$ cat src/hw/rtl/vec4_pkg.sv
// vec4_pkg: shared constants, opcodes, pipeline context type and clamp helper
// for the vec4_alu block. No dependencies.
`default_nettype none
package vec4_pkg;

  localparam int FRAC_BITS_DEF = 16;
  localparam int SQ_BITS       = 33;  // root bits of a 65-bit sum of squares

  localparam logic [3:0] OP_DOT   = 4'd0;
  localparam logic [3:0] OP_MAG   = 4'd1;
  localparam logic [3:0] OP_DIST  = 4'd2;
  localparam logic [3:0] OP_NORM  = 4'd3;
  localparam logic [3:0] OP_ADD   = 4'd4;
  localparam logic [3:0] OP_SUB   = 4'd5;
  localparam logic [3:0] OP_MUL   = 4'd6;
  localparam logic [3:0] OP_DIV   = 4'd7;
  localparam logic [3:0] OP_SDIV  = 4'd8;
  localparam logic [3:0] OP_MAGCMP = 4'd9;
  localparam logic [3:0] OP_EQ    = 4'd10;

  localparam logic signed [31:0] WORD_MAX = 32'sh7FFF_FFFF;
  localparam logic signed [31:0] WORD_MIN = 32'sh8000_0000;

  typedef logic signed [31:0] word_t;

  typedef struct packed {
    word_t val;
    logic  sat;
  } clamp_t;

  // Per-item data that travels alongside the arithmetic pipeline
  typedef struct packed {
    logic [3:0]        op;
    word_t [3:0]       a;
    word_t [3:0]       b;
    word_t [3:0]       ew;
    logic [3:0]        ew_sat;
    word_t             dot;
    logic              dot_sat;
    logic              less;
    logic              eqm;
    logic              big;
    logic [SQ_BITS-1:0] root;
  } ctx_t;

  function automatic clamp_t clamp66(input logic signed [65:0] v);
    clamp_t c;
    if (v > 66'sd2147483647) begin
      c.val = WORD_MAX;
      c.sat = 1'b1;
    end else if (v < -66'sd2147483648) begin
      c.val = WORD_MIN;
      c.sat = 1'b1;
    end else begin
      c.val = v[31:0];
      c.sat = 1'b0;
    end
    return c;
  endfunction

endpackage
`default_nettype wire

$ cat src/hw/rtl/vec4_sqrt.sv
// vec4_sqrt: pipelined floor square root of a 65-bit value, one root bit
// per stage. Depends on vec4_pkg.
`default_nettype none
module vec4_sqrt (
  input  logic                          clk,
  input  logic                          en,
  input  logic [64:0]                   rad,
  output logic [vec4_pkg::SQ_BITS-1:0]  root
);

  localparam int N = vec4_pkg::SQ_BITS;

  logic [2*N-1:0] xs [N+1];
  logic [N:0]     rs [N+1];
  logic [N-1:0]   qs [N+1];

  assign xs[0] = {1'b0, rad};
  assign rs[0] = '0;
  assign qs[0] = '0;

  for (genvar i = 0; i < N; i++) begin : g_st
    logic [N+2:0]   rem_sh, trial;
    logic [2*N-1:0] x_q;
    logic [N:0]     r_q;
    logic [N-1:0]   q_q;

    assign rem_sh = {rs[i], xs[i][2*N-1:2*N-2]};
    assign trial  = {1'b0, qs[i], 2'b01};

    always_ff @(posedge clk) begin
      if (en) begin
        x_q <= {xs[i][2*N-3:0], 2'b00};
        if (rem_sh >= trial) begin
          r_q <= (N+1)'(rem_sh - trial);
          q_q <= {qs[i][N-2:0], 1'b1};
        end else begin
          r_q <= rem_sh[N:0];
          q_q <= {qs[i][N-2:0], 1'b0};
        end
      end
    end

    assign xs[i+1] = x_q;
    assign rs[i+1] = r_q;
    assign qs[i+1] = q_q;
  end

  assign root = qs[N];

endmodule
`default_nettype wire

$ cat config.mk
export PLATFORM = sky130hd
export DESIGN_NAME = vec4_sqrt
export DESIGN_NICKNAME = d
export VERILOG_FILES = /design/src/hw/rtl/vec4_pkg.sv /design/src/hw/rtl/vec4_sqrt.sv
export SDC_FILE = /design/constraint.sdc
export NUM_CORES = 2
export LEC_CHECK = 0
export CORE_MARGIN = 2
export CORE_UTILIZATION = 40
export CTS_CLUSTER_DIAMETER = 80
export DETAILED_ROUTE_END_ITERATION = 7
export DONT_BUFFER_PORTS = 1
export GPL_ROUTABILITY_DRIVEN = 1
export GPL_TIMING_DRIVEN = 0
export HOLD_SLACK_MARGIN = 0.15
export PLACE_DENSITY_LB_ADDON = 0.25
export REMOVE_ABC_BUFFERS = 1
export SYNTH_ARGS = -nofsm -noshare
export SYNTH_HDL_FRONTEND = slang
export SYNTH_SLANG_ARGS = --single-unit
$ cat constraint.sdc
create_clock -name clk -period 5 [get_ports clk]
set_input_delay 0.5 -clock clk [delete_from_list [all_inputs] [get_ports clk]]
set_output_delay 0.5 -clock clk [all_outputs]
set_load 0.005 [all_outputs]
==> results.sh <==
export IMPL_die_area_um2=307900
export IMPL_cp_max_fo=40
export IMPL_core_area_um2=302300
export IMPL_total_power_uw=64330
export IMPL_wl_per_cell_um=17.18
export IMPL_io_pins=100
export IMPL_finClkSkew_ps=35.24
export IMPL_path_class="reg2reg"
export IMPL_ff_latch_area_um2=79040
export IMPL_seq_area_frac_synth_pct=65.12
export IMPL_dieWidth_um=554.9
export IMPL_vias_per_cell=5.157
export IMPL_fin_tns_setup_ps=0
export IMPL_ys_ff_latch=2632
export IMPL_fmax_mhz=212.9
export IMPL_peakVddDrop_v=0.0002769
export IMPL_drc=0
export IMPL_place_ws_ps=267.7
export IMPL_min_path_cells=1
export IMPL_synth_distinct_cells=101
export IMPL_period_share_pct=93.93
export IMPL_synth_top_family_by_area="compound AO/OA/AOI/OAI gates"
export IMPL_r2r_start="g_st[17].r_q[22]"
export IMPL_setup_slack_ps=303.7
export IMPL_netlist_area_um2=121400
export IMPL_drtIter0Drc=5060
export IMPL_htreeDepth=5
export IMPL_clock_sinks=2632
export IMPL_fillers=26906
export IMPL_fin_crit_ps=4696
export IMPL_yosysMostFrequentCell="edfxtp_1"
export IMPL_drive_above_1_share_pct=6.608
export IMPL_synth_area_leaders="edfxtp_1 (65%), ha_1 (6.2%), xnor2_1 (3.1%), xor2_1 (3.0%), a21oi_1 (2.8%)"
export IMPL_synth_ff_type="edfxtp_1"
export IMPL_postCtsSetupRepairBufs=0
export IMPL_power_leakage_uw=0.05225
export IMPL_grt_pass1_vias=70361
export IMPL_r2r_slack_ps=300
export IMPL_portBuffers=0
export IMPL_ant_nets=0
export IMPL_syn2layout_area_growth_pct=12.87
export IMPL_synthMuxAreaShare_pct=0.8154
export IMPL_synth_area_leader_cell="edfxtp_1"
export IMPL_r2r_cells=10
export IMPL_synth_edf_count=2632
export IMPL_async_reset_ff_share_pct=0
export IMPL_hold_path_class="in2reg"
export IMPL_synth_simple_area_share_pct=9.484
export IMPL_start_kind="register"
export IMPL_power_density_nw_per_um2=469.6
export IMPL_cts_inserted_buffers=303
export IMPL_yosys_area_top_type_share_pct=65.12
export IMPL_fp_dieH_um=554.9
export IMPL_multiInputGateArea_um2=39010
export IMPL_synth_compound_area_share_pct=9.505
export IMPL_clkLatencyLatePin_ps=870
export IMPL_clk_pin_slew_worst_paths_ps=60
export IMPL_yosys_warnings=0
export IMPL_first_pass_iters=6
export IMPL_hp_start="rad[5]"
export IMPL_critical_path_reg2reg_endpoint="g_st[18].r_q[29]"
export IMPL_routed_wl_um=236300
export IMPL_grt_overflow=0
export IMPL_hold_path_endpoint="g_st[0].x_q[7]"
export IMPL_final_core_util_pct=45.32
export IMPL_nets=10203
export IMPL_arrival_ps=5280
export IMPL_slew_headroom_pct=8.330
export IMPL_grtUsageTotal_pct=15.05
export IMPL_critPathCaptureType="register"
export IMPL_cts_root_buf="clkbuf_16"
export IMPL_antenna_found_initial=2
export IMPL_syn_inst=9276
export IMPL_cap_viol_max_count=0
export IMPL_status="finished, final reports clean"
export IMPL_row_count=202
export IMPL_slew_violations=0
export IMPL_grt_pass1_wl_um=376600
export IMPL_synth_xor_area_share_pct=6.097
export IMPL_clock_path_buffers=4
export IMPL_finalHoldViolCount=0
export IMPL_critPathRequiredTime_ps=5590
export IMPL_synth_common_cells="edfxtp_1 (2632), inv_1 (754), a21oi_1 (673), nor2_1 (644), ha_1 (597)"
export IMPL_synthAdderAreaFrac_pct=6.154
export IMPL_vias=70941
export IMPL_worst_slew_pin_slew_ps=1375
export IMPL_grt_max_degree=276
export IMPL_rsz0062_at_grt="no"
export IMPL_setup_viol=0
export IMPL_cts_tree="yes"
export IMPL_start_util_pct=40.15
export IMPL_place_detailed_hpwl_um=166100
export IMPL_place_congestion=0.8652
export IMPL_syn_avg_cell_area_um2=13.08
==> sequential cells by signal (all words and copies together) (netlist names) <==
| name | flops |
|---|---|
| g_st.q_q | 528 |
| g_st.x_q | 1056 |
| root | 33 |
| g_st.r_q | 1015 |
==> worst max-delay path, cell delays in order, from the launching register on <==
cell	delay [ps]
edfxtp_1	500
or4_1	580
nor3_1	220
nand2_1	140
or4_1	460
or3_1	360
nor4_2	640
and3_2	790
or4_1	440
nor3_1	110
xor2_1	150
==> metrics by stage <==
stage / cells / instance area (um2) / hold WS [ps]
finish: 13756 / 137000 / 240.0
global placement: 13106 / 125800 / 400.5
CTS: 13752 / 136900 / 150.2
detailed placement: 13136 / 126400 / 404.5
global route: 13755 / 137000 / 194.1
floorplan: 9128 / 120800 / 400.3
==> cells in the final DEF (no fill, tap or decap), types with 42 or more instances in the layout <==
| cell type | instances |
|---|---|
| clkbuf_16 | 311 |
| nor2b_1 | 91 |
| o21ai_0 | 428 |
| inv_1 | 753 |
| nand3_1 | 132 |
| nor3_1 | 211 |
| clkinv_1 | 62 |
| mux2_2 | 79 |
| xnor2_1 | 427 |
| and3_1 | 59 |
| dlygate4sd3_1 | 74 |
| clkinv_2 | 47 |
| clkbuf_1 | 48 |
| nor4_1 | 100 |
| a21o_1 | 285 |
| nor2_1 | 644 |
| o31ai_1 | 48 |
| nand2b_1 | 116 |
| nand2_1 | 569 |
| or3_1 | 86 |
| ha_1 | 597 |
| o21bai_1 | 42 |
| xor2_1 | 418 |
| or4_1 | 50 |
| o21a_1 | 104 |
| nand4_1 | 96 |
| a21oi_1 | 672 |
| edfxtp_1 | 2632 |
==> where the power goes <==
group	internal (uW)	switching [uW]	total [uW]	leakage, uW
clock	12900	8780	21600	0.00474
combinational	5480	7430	12900	0.0222
sequential	28000	1740	29800	0.0253
total	46400	17900	64300	0.0523
==> how the worst max path moves through the flow <==
| stage | to | start | depth (start not counted) | slack, ps |
|---|---|---|---|---|
| after detailed placement | g_st[27].r_q[10] | g_st[26].q_q[0] | 13 | 270 |
| after global placement | g_st[23].r_q[33] | g_st[22].r_q[3] | 11 | -3700 |
| after floorplan | g_st[28].r_q[33] | g_st[27].r_q[0] | 12 | -810 |
| final | g_st[18].r_q[29] | g_st[17].r_q[22] | 10 | 300 |
| after global routing | g_st[8].r_q[21] | g_st[7].r_q[26] | 9 | 80 |
| after CTS | g_st[27].r_q[13] | g_st[26].q_q[0] | 13 | 230 |
==> per-layer routing <==
metal	part of all wire [%]	global-route usage [%]	wire, um
met2	50	26.47	118200
met5	0	0	0
met3	3.6	1.957	8575
met4	3.8	5.963	8932
met1	43	18.68	100600
==> final cells by class <==
type	instances	share of cell area (%)
Inverter	755	2.069
Multi-Input combinational cell	5741	28.48
Timing Repair Buffer	106	1.000
Tap cell	3978	3.633
Sequential cell	2632	57.69
Antenna cell	2	0.003653
Clock buffer	359	5.812
Clock inverter	183	1.314
==> cells by family (layout without fill, tap and decap cells) <==
family | after synthesis | count (layout)
flip-flops | 2632 | 2632
AND/OR/NAND/NOR | 2338 | 2338
AO/OA/AOI/OAI | 1871 | 1871
buffers and inverters | 903 | 1403
XOR/XNOR | 845 | 845
adder cells (fa/ha/maj) | 597 | 597
multiplexers | 89 | 89
other | 1 | 3
==> repair_timing <==
item,4_1_cts,5_1_grt
setup endpoints to repair,0,29
endpoints found under the hold margin,65,0
hold buffers,74,0
gates resized for setup,0,2
Power figures use the tool's default switching activity.
